File: src/rtl/dls_pkg.sv
`timescale 1ns / 1ps
// Shared types, constants and the arctangent table for the direction to lat-long unit.
package dls_pkg;

	localparam int SQ_STEPS = 15;
	localparam int V_W      = 29;
	localparam int RES_W    = 30;
	localparam int VEC_W    = 36;
	localparam int ANG_W    = 34;
	localparam int TAB_N    = 24;

	typedef struct packed {
		logic [V_W-1:0]   v;
		logic [RES_W-1:0] res;
		logic signed [15:0] x;
		logic signed [15:0] z;
		logic signed [15:0] yc;
		logic             is_short;
	} sq_t;

	typedef struct packed {
		logic signed [VEC_W-1:0] x;
		logic signed [VEC_W-1:0] y;
		logic signed [ANG_W-1:0] ang;
		logic                    hold;
	} cvec_t;

	typedef struct packed {
		cvec_t lat;
		cvec_t lon;
		logic  is_short;
	} cord_t;

	// arctangent of 2^-i in 2^-32 turn
	function automatic logic [31:0] atan_turn(input int i);
		logic [31:0] r;
		case (i)
			0:  r = 32'h20000000;
			1:  r = 32'h12E4051E;
			2:  r = 32'h09FB385B;
			3:  r = 32'h051111D4;
			4:  r = 32'h028B0D43;
			5:  r = 32'h0145D7E1;
			6:  r = 32'h00A2F61E;
			7:  r = 32'h00517C55;
			8:  r = 32'h0028BE53;
			9:  r = 32'h00145F2F;
			10: r = 32'h000A2F98;
			11: r = 32'h000517CC;
			12: r = 32'h00028BE6;
			13: r = 32'h000145F3;
			14: r = 32'h0000A2FA;
			15: r = 32'h0000517D;
			16: r = 32'h000028BE;
			17: r = 32'h0000145F;
			18: r = 32'h00000A30;
			19: r = 32'h00000518;
			20: r = 32'h0000028C;
			21: r = 32'h00000146;
			22: r = 32'h000000A3;
			default: r = 32'h00000051;
		endcase
		return r;
	endfunction

endpackage

File: src/rtl/dls_sqrt_cell.sv
`timescale 1ns / 1ps
// One digit step of the integer square root, registered.
module dls_sqrt_cell #(
	parameter int STEP = 0
) (
	input  logic          clk,
	input  logic          arst_n,
	input  logic          vld_i,
	input  dls_pkg::sq_t  d_i,
	output logic          vld_o,
	output dls_pkg::sq_t  d_o
);

	localparam logic [dls_pkg::RES_W:0] BIT =
		(dls_pkg::RES_W+1)'(1) << (2 * (dls_pkg::SQ_STEPS - 1 - STEP));

	logic                    vld_q;
	dls_pkg::sq_t            d_q;
	dls_pkg::sq_t            nx;
	logic [dls_pkg::RES_W:0] sum;

	always_comb begin
		nx  = d_i;
		sum = {1'b0, d_i.res} + BIT;
		if ({2'b00, d_i.v} >= sum) begin
			nx.v   = d_i.v - sum[dls_pkg::V_W-1:0];
			nx.res = (d_i.res >> 1) + BIT[dls_pkg::RES_W-1:0];
		end else begin
			nx.res = d_i.res >> 1;
		end
	end

	always_ff @(posedge clk or negedge arst_n) begin
		if (!arst_n) begin
			vld_q <= 1'b0;
		end else begin
			vld_q <= vld_i;
		end
	end

	always_ff @(posedge clk) begin
		d_q <= nx;
	end

	assign vld_o = vld_q;
	assign d_o   = d_q;

endmodule

File: config.mk
export PLATFORM = sky130hd
export DESIGN_NAME = dls_sqrt_cell
export DESIGN_NICKNAME = d
export VERILOG_FILES = /design/src/rtl/dls_pkg.sv /design/src/rtl/dls_sqrt_cell.sv
export SDC_FILE = /design/constraint.sdc
export NUM_CORES = 1
export LEC_CHECK = 0
export ABC_AREA = 1
export BUFFER_PORTS_ARGS = -buffer_cell sky130_fd_sc_hd__buf_2
export CELL_PAD_IN_SITES_DETAIL_PLACEMENT = 0
export CELL_PAD_IN_SITES_GLOBAL_PLACEMENT = 1
export CORE_MARGIN = 4
export CORE_UTILIZATION = 31
export CTS_BUF_LIST = sky130_fd_sc_hd__clkbuf_8
export CTS_CLUSTER_SIZE = 24
export DETAILED_ROUTE_END_ITERATION = 10
export GPL_TIMING_DRIVEN = 1
export PLACE_DENSITY_LB_ADDON = 0.1
export SLEW_MARGIN = 20
export SYNTH_ARGS = -nofsm -noshare
export SYNTH_HDL_FRONTEND = slang
export SYNTH_SLANG_ARGS = --single-unit
File: constraint.sdc
create_clock -name clk -period 0.8 [get_ports clk]
set_input_delay 0.04 -clock clk [delete_from_list [all_inputs] [get_ports clk]]
set_output_delay 0.04 -clock clk [all_outputs]
set_load 0.05 [all_outputs]
== Word level (Yosys, flattened, before mapping) ==
Cells that the tools add are included.

* Register bits: 109
* Input port bits: 111
* Output and inout port bits: 109
* Word-level logic and storage cells: 14

* Add/subtract/negate cells: 3
* $lt $le $gt $ge: 1
* Mux-type cells: 2

{| class="wikitable"
|+ Operators with widths
! kind !! number
|-
| $mux 29 || 2
|-
| $add 30x29->31 const B || 1
|-
| $ge 29x31->1 || 1
|-
| $add 29x29->30 const B || 1
|-
| $sub 29x29->29 || 1
|}

== Longest topological paths before layout ==
Gate-level depths: netlist of the first run.

* Word-level depth: 3
* Mapped depth: 16
* Mapped depth without buffers: 15

== Worst setup path before layout of the first run ==
Ideal clock, no wire load.

* Path type: input to register
* Start point: input d_i[79] (netlist name)
* End point: register d_q (netlist bit d_o[99])
* Library setup time: 0.113 ns
* Arrival: 1.395 ns
* Data required time: 0.687 ns
* Path slack: -0.708 ns
* Stages: 13
* Path buffers: 0
* Cell sequence: inv_1 ha_1 fa_1 inv_1 nand3_1 nand3_1 nand3_1 nand3_1 nand2_1 nand2_1 nand2_1 nand3_1 nand2_1

{| class="wikitable"
|+ RTL lines
! element !! line !! RTL
|-
| from (decl) || dls_sqrt_cell.sv:9 || <nowiki>input dls_pkg::sq_t d_i,</nowiki>
|-
| to (signal assigned) || dls_sqrt_cell.sv:42 || <nowiki>d_q <= nx;</nowiki>
|-
| to (decl) || dls_sqrt_cell.sv:18 || <nowiki>dls_pkg::sq_t d_q;</nowiki>
|}

==> reports/results.ini, run 1 <==
[run_status]
status = finished, violations left
violations = setup timing

[pwr]
power_mw = 16.4
pwr-share-seq = 0.372
pwr-share-comb = 0.424
power_frac_clock = 0.204
netSwitchingFraction = 0.369
pwr_density_cell_nw_per_um2 = 1450
p_int_mw = 10.4
p_switching_mw = 6.07
p_leak_nw = 5.74
peakVddDrop_v = 0.00116

[sta]
relSlewSlack = 0.797
rsz0062_at_grt = yes
hold_violations = 0
tns_ps = -26560
fin_hold_ws_ps = 26.2
period_share = 1.56
fmax_mhz = 802
post-route-min-period_ps = 1250
max_slew.worst_pin.slew_ps = 304
fin_ws_ps = -447
drv_slew = 0
setup_viol = 140

[clock_network]
path_clk_slew_ps = 120
cts_tree = built
numCtsBuffers = 9
cts_buffer_depth = 2
htree_levels = 3
cts_sinks = 109
cts_root_buffer = clkbuf_8

[finish]
fin_nets = 1322
nFillCells = 1213
final_common_cell = nand2_1
postLayoutCoreUtil = 0.709
layout-drive-gt1-share = 0.604
areaGrowthSynthToFinish_pct = 121
regArea_sq_um = 2320
layout_common_cells = nand2_1 (169), buf_4 (125), inv_1 (112)
final_area_sq_um = 11400
multiInputGateArea_sq_um = 3420
diodes = 0
final_cells = 1400

[setup_path]
setup.worst_path.end_class = flip-flop
start_kind = input port
worstPathRequired_ps = 1090
path_class = in -> reg
cp.arrival_ps = 1540
cp_max_fo = 7

[place]
io_buffers = 219
dp.cells = 1241
dpl.hpwl_um = 13500
place_area_sq_um = 7650
pre_cts_ws_ps = -936
globalplace.congestion = 0.827

[global_routing]
grt_remaining_overflow = 0
grt.total_usage = 0.216
grt_pass1_vias = 6289
antenna_found_initial = 0
grt_first_pass_wirelength_um = 31500
grt_max_degree = 28

[synth]
synth.net_count = 857
syn_inst = 714
ys_warn_count = 0
seq_area_frac_synth = 0.425
synth_cell_type_count = 31
synth_largest_area_cell = dfxtp_1
synth.area.top_cells = dfxtp_1 (42%), nand2_1 (19%), inv_1 (11%)
synth_area_sq_um = 5150
yosysTopAreaCellShare = 0.420
synth.avg_cell_area_sq_um = 7.21
synth_seq_cells = 109

[route]
dr.pass1.iters = 4
drt_iter0_markers = 188
post_drt_via_cell_ratio = 4.29
drc = 0
drt_wl_total_um = 21300
antenna_left = 0
wire_per_inst_um = 15.2
via_count = 6000

[floorplanning]
fp.dieH_um = 137
pin_count = 220
die_x_um = 137
die-area_sq_um = 18700
rows = 46
start_util = 0.321
core-area_sq_um = 16100

[job]
cap_violations = 0

[worst_hold_path]
hold_class = in -> reg

[registers in the layout, summed over array words and instances (netlist names)]
name and cells:
vld_o 1, d_o 108
[final timing paths]
| kind | startpoint | end | depth (start not counted) |
|---|---|---|---|
| worst max-delay path | d_i[95] | d_o[89]$_DFF_P_ | 13 |
| worst min-delay path | d_i[80] | d_o[80]$_DFF_P_ | 4 |
| max in group asynchronous | arst_n | vld_o$_DFF_PN0_ | 3 |
| min in group asynchronous | arst_n | vld_o$_DFF_PN0_ | 3 |
[power groups by stage]
stage | sequential [mW] | clock [mW] | combinational, mW
6_report | 6.13 | 3.35 | 6.97
5_1_grt | 6.16 | 3.63 | 7.43
4_1_cts | 6.09 | 3.46 | 6.48
3_5_place_dp | 6.01 | 0 | 4.87
3_3_place_gp | 6.00 | 0 | 4.86
2_1_floorplan | 7.32 | 0 | 1.79
[synthesized netlist by cell type, drive strengths merged]
cell type	instances
xnor2	1
nand3	65
nor3	2
ha	31
dfrtp	1
xor2	12
o21ai	2
nand4	7
inv	147
and3	1
fa	1
a41oi	1
nor2	43
and2	2
nand2	262
a21oi	13
o21bai	2
buf	8
nand3b	4
nor3b	1
dfxtp	108
[layout make-up]
type | instances | area share
flip-flops and latches | 109 | 0.204
repair buffers | 462 | 0.405
clock buffers | 9 | 0.0109
multi-input cells | 450 | 0.300
clock inverters | 7 | 0.00528
well taps | 216 | 0.0237
inverters | 147 | 0.0505
[kinds of logic after synthesis]
group | synth area share
AND/OR/NAND/NOR | 0.327
buffers and inverters | 0.123
flip-flops | 0.425
adder cells (fa/ha/maj) | 0.0792
AO/OA/AOI/OAI | 0.0236
XOR/XNOR | 0.0221
[per-layer routing]
layer  part of all wire  vias up  GRT usage
met5                  0        -          0
met4              0.021        0     0.0654
met3              0.068       30     0.0474
met2               0.49      192      0.385
met1               0.42     2687      0.261
li1                   -     3091          -
[timing repair]
item | in CTS | in global routing
setup buffers | 25 | 7
gates resized for setup | 556 | 123
hold endpoints to repair | 106 | 2
gates cloned | 2 | 3
hold buffers | 104 | 2
endpoints found under the setup margin | 140 | 140
pin swaps | 25 | 56
[worst max-delay path: stages]
cell	delay (ps)
buf_8	100
ha_4	270
nand2_2	70
nand2_2	60
nand2_2	70
nand2_2	70
nand2_2	90
nand2_4	70
a21oi_4	170
nand3_4	190
clkbuf_16	240
nand2_2	60
nand2_1	50
(Power assumes the default switching activity.)
==> inputs of run 2 (changes only) <==
- CORE_ASPECT_RATIO: unset -> 1.5
==> run 2 against run 1 <==
Effect of this change:
- the flow still finishes with violations (setup timing)
- global-route usage barely moved
- fmax rose by 4.1%
- combinational power rose by 2%
- worst hold slack improved by 59 ps
- power rose by 1.7%
- critical path depth rose by 1
- cell count rose by 0.43%
- first-iteration DRC count fell by 22%
==> reports/results.ini, run 2 (synthesis results as in run 1) <==
[job]
cap_violations = 0  ; unchanged

[floorplanning]
rows = 57  ; +24%
fp.dieH_um = 166  ; +21%
pin_count = 220  ; unchanged
die_x_um = 113  ; -17%
die-area_sq_um = 18800  ; +0.22%
start_util = 0.317  ; -0.00400
core-area_sq_um = 16300  ; +1.3%

[sta]
drv_slew = 0  ; unchanged
max_slew.worst_pin.slew_ps = 251  ; -53.3 ps
rsz0062_at_grt = yes
post-route-min-period_ps = 1200  ; -49.2 ps
setup_viol = 140  ; unchanged
period_share = 1.50  ; -0.0615
fmax_mhz = 835  ; +4.1%
fin_ws_ps = -398  ; +49.2 ps
tns_ps = -25470  ; +1080 ps
hold_violations = 0  ; unchanged
relSlewSlack = 0.832  ; +0.0356

[worst_hold_path]
hp-start = d_i[99]
hold_class = in -> reg
hold_end = d_o[99]$_DFF_P_
holdPathStages = 5  ; +1

[setup_path]
crit_chain = buf_2, inv_2, ha_4, nand3_2, nand2_4, nand2_2, nand2_2, buf_4, nand2_4, nand3_4, nand2_8, buf_12, nand3_1, nand2_1
crit_path_top_delay_cell = ha_4
slowest_delay_ps = 270  ; about the same
critical_path_buf_inv_count = 4  ; +2
cp_top_family = simple AND/OR/NAND/NOR gates
worstPathRequired_ps = 1080  ; about the same
setup.worst_path.end_class = flip-flop
start_kind = input port
path_class = in -> reg
cp.arrival_ps = 1480  ; -60 ps
crit_start = d_i[50]
cp_max_fo = 14  ; +7

[route]
drt_iter0_markers = 147  ; -22%
drc = 0  ; unchanged
drt_wl_total_um = 21400  ; +0.33%
wire_per_inst_um = 15.2  ; about the same
via_count = 6088  ; +1.5%
antenna_left = 0  ; unchanged
post_drt_via_cell_ratio = 4.33  ; +1.0%
dr.pass1.iters = 4  ; unchanged

[global_routing]
grt_pass1_vias = 6397  ; +1.7%
grt.total_usage = 0.216  ; about the same
grt_remaining_overflow = 0  ; unchanged
grt_max_degree = 22  ; -21%
antenna_found_initial = 0  ; unchanged
grt_first_pass_wirelength_um = 32200  ; +2.1%

[place]
io_buffers = 219  ; unchanged
place_area_sq_um = 7750  ; +1.4%
globalplace.congestion = 0.834  ; +0.88%
pre_cts_ws_ps = -1050  ; -114 ps
dpl.hpwl_um = 14200  ; +5.1%

[clock_network]
cts_buffer_depth = 2  ; unchanged
cts_sinks = 109  ; unchanged
htree_levels = 3  ; unchanged
cts_root_buffer = clkbuf_8
numCtsBuffers = 9  ; unchanged
cts_tree = built
path_clk_slew_ps = 120  ; about the same

[finish]
areaGrowthSynthToFinish_pct = 123
nFillCells = 1253  ; +3.3%
layout-drive-gt1-share = 0.608  ; +0.00412
postLayoutCoreUtil = 0.705  ; -0.00352
fin_nets = 1337  ; +1.1%
final_area_sq_um = 11500  ; +0.76%
largest_reg_flops = 108  ; unchanged
final_common_cell = nand2_1
layout_common_cells = nand2_1 (169), buf_4 (134), dlygate4sd3_1 (111)

[run_status]
violations = setup timing
status = finished, violations left

[pwr]
p_leak_nw = 5.75  ; +0.16%
pwr_density_cell_nw_per_um2 = 1460  ; +0.94%
peakVddDrop_v = 0.00123  ; +5.7%

==> run 2: tightest hold or removal path, stage by stage <==
cell and delay [ps]:
buf_6 80, ha_4 170, nand2_1 70, nand3_2 60, nand2_1 40
==> run 2: worst max-delay path by stage <==
stage | endpoint | slack [ps] | depth (start not counted)
2_1_floorplan | d_o[80]$_DFF_P_ | -610 | 15
3_3_place_gp | d_o[96]$_DFF_P_ | -1050 | 13
3_5_place_dp | d_o[96]$_DFF_P_ | -1050 | 13
4_1_cts | d_o[91]$_DFF_P_ | -400 | 13
5_1_grt | d_o[84]$_DFF_P_ | -440 | 15
6_report | d_o[89]$_DFF_P_ | -400 | 14
==> run 2: power by group <==
group / switching (mW) / internal (mW)
logic: 3.66 / 3.42
registers: 0.251 / 5.87
clock network: 2.28 / 1.24
==> run 2: metrics by stage <==
step | cells | hold slack (ps) | power (mW)
after floorplan | 714 | -256 | 9.11
after global placement | 1245 | -184 | 10.9
after detailed placement | 1245 | -181 | 11.0
after CTS | 1396 | -63.3 | 16.4
after global routing | 1405 | 90.9 | 17.6
final | 1406 | 85.7 | 16.7
==> run 2: cell type report <==
cell class | count | area [sq um] | share of cell area
repair buffers | 477 | 4710 | 0.411
flip-flops and latches | 109 | 2320 | 0.203
well taps | 206 | 258 | 0.0225
clock buffers | 9 | 124 | 0.0108
clock inverters | 7 | 77.6 | 0.00677
inverters | 147 | 574 | 0.0501
diodes | 1 | 2.50 | 0.000218
multi-input cells | 450 | 3390 | 0.296
==> run 2: metal layers <==
metal / vias to the layer above / GRT usage / wire length, um
met5: - / 0 / 0
met4: 0 / 0.0497 / 463
met3: 23 / 0.0441 / 1260
met2: 183 / 0.433 / 12000
met1: 2770 / 0.224 / 7680
li1: 3112 / - / -
==> run 2: timing repair <==
action | 4_1_cts | 5_1_grt
cloned | 2 | 1
resized for setup | 562 | 126
pin swaps | 23 | 49
hold endpoints to repair | 109 | 2
hold buffers | 109 | 2
setup buffers | 24 | 6
setup endpoints to repair | 140 | 140
==> inputs of run 3 (changes only) <==
- CORE_UTILIZATION: 31 -> 34
- clock period: 0.8 -> 1.2 ns (I/O delays scaled with it)
==> run 3 against run 2 <==
Effect of this change:
- largest cell class unchanged
- combinational power fell by 41%
- global-route usage rose by 0.73 points
- power fell by 38%
- die area fell by 8.3%
- largest power group unchanged
- clock power fell by 38%
- critical path depth did not move
- the run still ends with setup timing left
- wire length fell by 6.2%
- worst setup slack improved by 330 ps
- core utilization fell by 1.4 points
- worst hold slack got worse by 78 ps
==> reports/results.ini, run 3 (synthesis results as in run 1) <==
[floorplanning]
core-area_sq_um = 14700  ; -9.4%
rows = 54  ; -5.3%
die_x_um = 108  ; -4.2%
start_util = 0.349  ; +0.0329
fp.dieH_um = 159  ; -4.3%
pin_count = 220  ; unchanged
die-area_sq_um = 17200  ; -8.3%

[finish]
postLayoutCoreUtil = 0.691  ; -0.0140
nFillCells = 1263  ; +0.80%
fin_nets = 1321  ; -1.2%
final_common_cell = buf_2
areaGrowthSynthToFinish_pct = 97.8
largest_reg_flops = 108  ; unchanged
layout_common_cells = buf_2 (177), nand2_1 (172), buf_4 (130)
layout-drive-gt1-share = 0.511  ; -0.0966
final_cells = 1381  ; -1.8%

[run_status]
violations = setup timing
status = finished, violations left

[setup_path]
slowest_delay_ps = 330  ; +60 ps
setup.worst_path.end_class = flip-flop
worstPathRequired_ps = 1470  ; +390 ps
start_kind = input port
crit_chain = buf_2, ha_4, nand2_4, inv_1, nand2_2, nand2_4, nand2_1, nand2_1, nand2_2, nand3_4, nand2_8, clkbuf_16, nand3_2, nand2_1
cp.arrival_ps = 1540  ; +60 ps
critPathMostFrequentCell = nand2_1
crit_path_top_delay_cell = ha_4
path_class = in -> reg
cp_max_fo = 7  ; -7

[route]
met1_length_um = 7070  ; -8.0%
via_count = 6035  ; -0.87%
routed.top_layer = met4
dr.pass1.iters = 6  ; +2
wl_met2_um = 11100  ; -7.5%
wl_met3_um = 1360  ; +7.4%
drc = 0  ; unchanged
drt_iter0_markers = 161  ; +9.5%
antenna_left = 0  ; unchanged
post_drt_via_cell_ratio = 4.37  ; +0.92%
wire_per_inst_um = 14.5  ; -4.5%
drt_wl_total_um = 20100  ; -6.2%

[global_routing]
grt_remaining_overflow = 0  ; unchanged
grt_first_pass_wirelength_um = 30300  ; -5.9%
grt_max_degree = 28  ; +27%
grt_pass1_vias = 6388  ; -0.14%
grt.total_usage = 0.224  ; +0.00732
antenna_found_initial = 1  ; +1

[sta]
fin_ws_ps = -67.9  ; +330 ps
post-route-min-period_ps = 1270
max_slew.worst_pin.slew_ps = 259  ; +8.66 ps
fmax_mhz = 789
setup_viol = 29  ; -79%
rsz0062_at_grt = yes
fin_hold_ws_ps = 7.38  ; -78.3 ps
drv_slew = 0  ; unchanged
relSlewSlack = 0.827  ; -0.00575
hold_violations = 0  ; unchanged
period_share = 1.06

[worst_hold_path]
hp-start = d_i[101]
hold_end = d_o[101]$_DFF_P_
hold_class = in -> reg
holdPathStages = 4  ; -1

[clock_network]
cts_sinks = 109  ; unchanged
cts_buffer_depth = 2  ; unchanged
numCtsBuffers = 9  ; unchanged
cts_tree = built
htree_levels = 3  ; unchanged
cts_root_buffer = clkbuf_8
path_clk_slew_ps = 110  ; about the same

[pwr]
pwr-share-seq = 0.381  ; +0.015
p_leak_nw = 5.38  ; -6.5%
p_int_mw = 6.42  ; -39%
pwr-share-comb = 0.405  ; -0.018
power_frac_clock = 0.214  ; +0.003
netSwitchingFraction = 0.376  ; +0.00588
pwr_density_cell_nw_per_um2 = 1010  ; -31%
power_mw = 10.3  ; -38%
peakVddDrop_v = 0.000636  ; -48%
p_switching_mw = 3.87  ; -38%

[place]
io_buffers = 219  ; unchanged
dp.cells = 1222  ; -1.8%
globalplace.congestion = 0.891  ; +6.8%
dpl.hpwl_um = 13900  ; -2.4%

[job]
cap_violations = 0  ; unchanged

## run 3: critical path, delay by kind of cell
family / cells / cell delay (ps)
and+or+nand+nor: 10 / 770
buffers and inverters: 3 / 390
adders and majority gates: 1 / 330
## run 3: worst max path at each step
| stage | slack (ps) | to | cells past startpoint | startpoint |
|---|---|---|---|---|
| after CTS | -50 | d_o[93]$_DFF_P_ | 14 | d_i[79] |
| after detailed placement | -600 | d_o[104]$_DFF_P_ | 13 | d_i[56] |
| after floorplan | -230 | d_o[80]$_DFF_P_ | 15 | d_i[81] |
| after global routing | -120 | d_o[87]$_DFF_P_ | 13 | d_i[71] |
| after global placement | -550 | d_o[91]$_DFF_P_ | 13 | d_i[68] |
| final | -70 | d_o[92]$_DFF_P_ | 14 | d_i[89] |
## run 3: area by class of cell
| class | instances | area [sq um] | share of cell area |
|---|---|---|---|
| Multi-Input combinational cell | 450 | 3400 | 0.334 |
| Clock buffer | 9 | 124 | 0.0122 |
| Tap cell | 196 | 245 | 0.0241 |
| Clock inverter | 7 | 60.1 | 0.00590 |
| Timing Repair Buffer | 461 | 3580 | 0.352 |
| Inverter | 147 | 574 | 0.0564 |
| Antenna cell | 2 | 5.00 | 0.000492 |
| Sequential cell | 109 | 2190 | 0.215 |
## run 3: power by group through the flow
stage / Sequential, mW / Combinational, mW / Clock [mW]
2_1_floorplan: 4.88 / 1.19 / 0
3_3_place_gp: 3.99 / 3.23 / 0
3_5_place_dp: 3.99 / 3.26 / 0
4_1_cts: 3.91 / 3.89 / 2.25
5_1_grt: 3.94 / 4.48 / 2.41
6_report: 3.92 / 4.17 / 2.20
## run 3: repair_timing
| item | in CTS | in global routing |
|---|---|---|
| endpoints found under the hold margin | 99 | 2 |
| gates resized for setup | 142 | 130 |
| setup buffers | 22 | 14 |
| setup endpoints to repair | 31 | 31 |
| pin swaps | 63 | 86 |
| hold buffers | 100 | 2 |
| gates cloned | 1 | 2 |
## run 3: stage by stage
step | setup WS, ps | instance area, sq um | TNS [ps]
4_1_cts | -51.9 | 9520 | -733
6_report | -67.9 | 10200 | -1310
2_1_floorplan | -233 | 5560 | -6170
5_1_grt | -119 | 10200 | -2940
3_3_place_gp | -551 | 7640 | -16190
3_5_place_dp | -599 | 7640 | -16550
## run 3: routing by layer
metal / vias to the layer above / track usage
li1: 3078 / -
met1: 2718 / 0.222
met2: 205 / 0.456
met3: 34 / 0.0394
met4: 0 / 0.0734
met5: - / 0
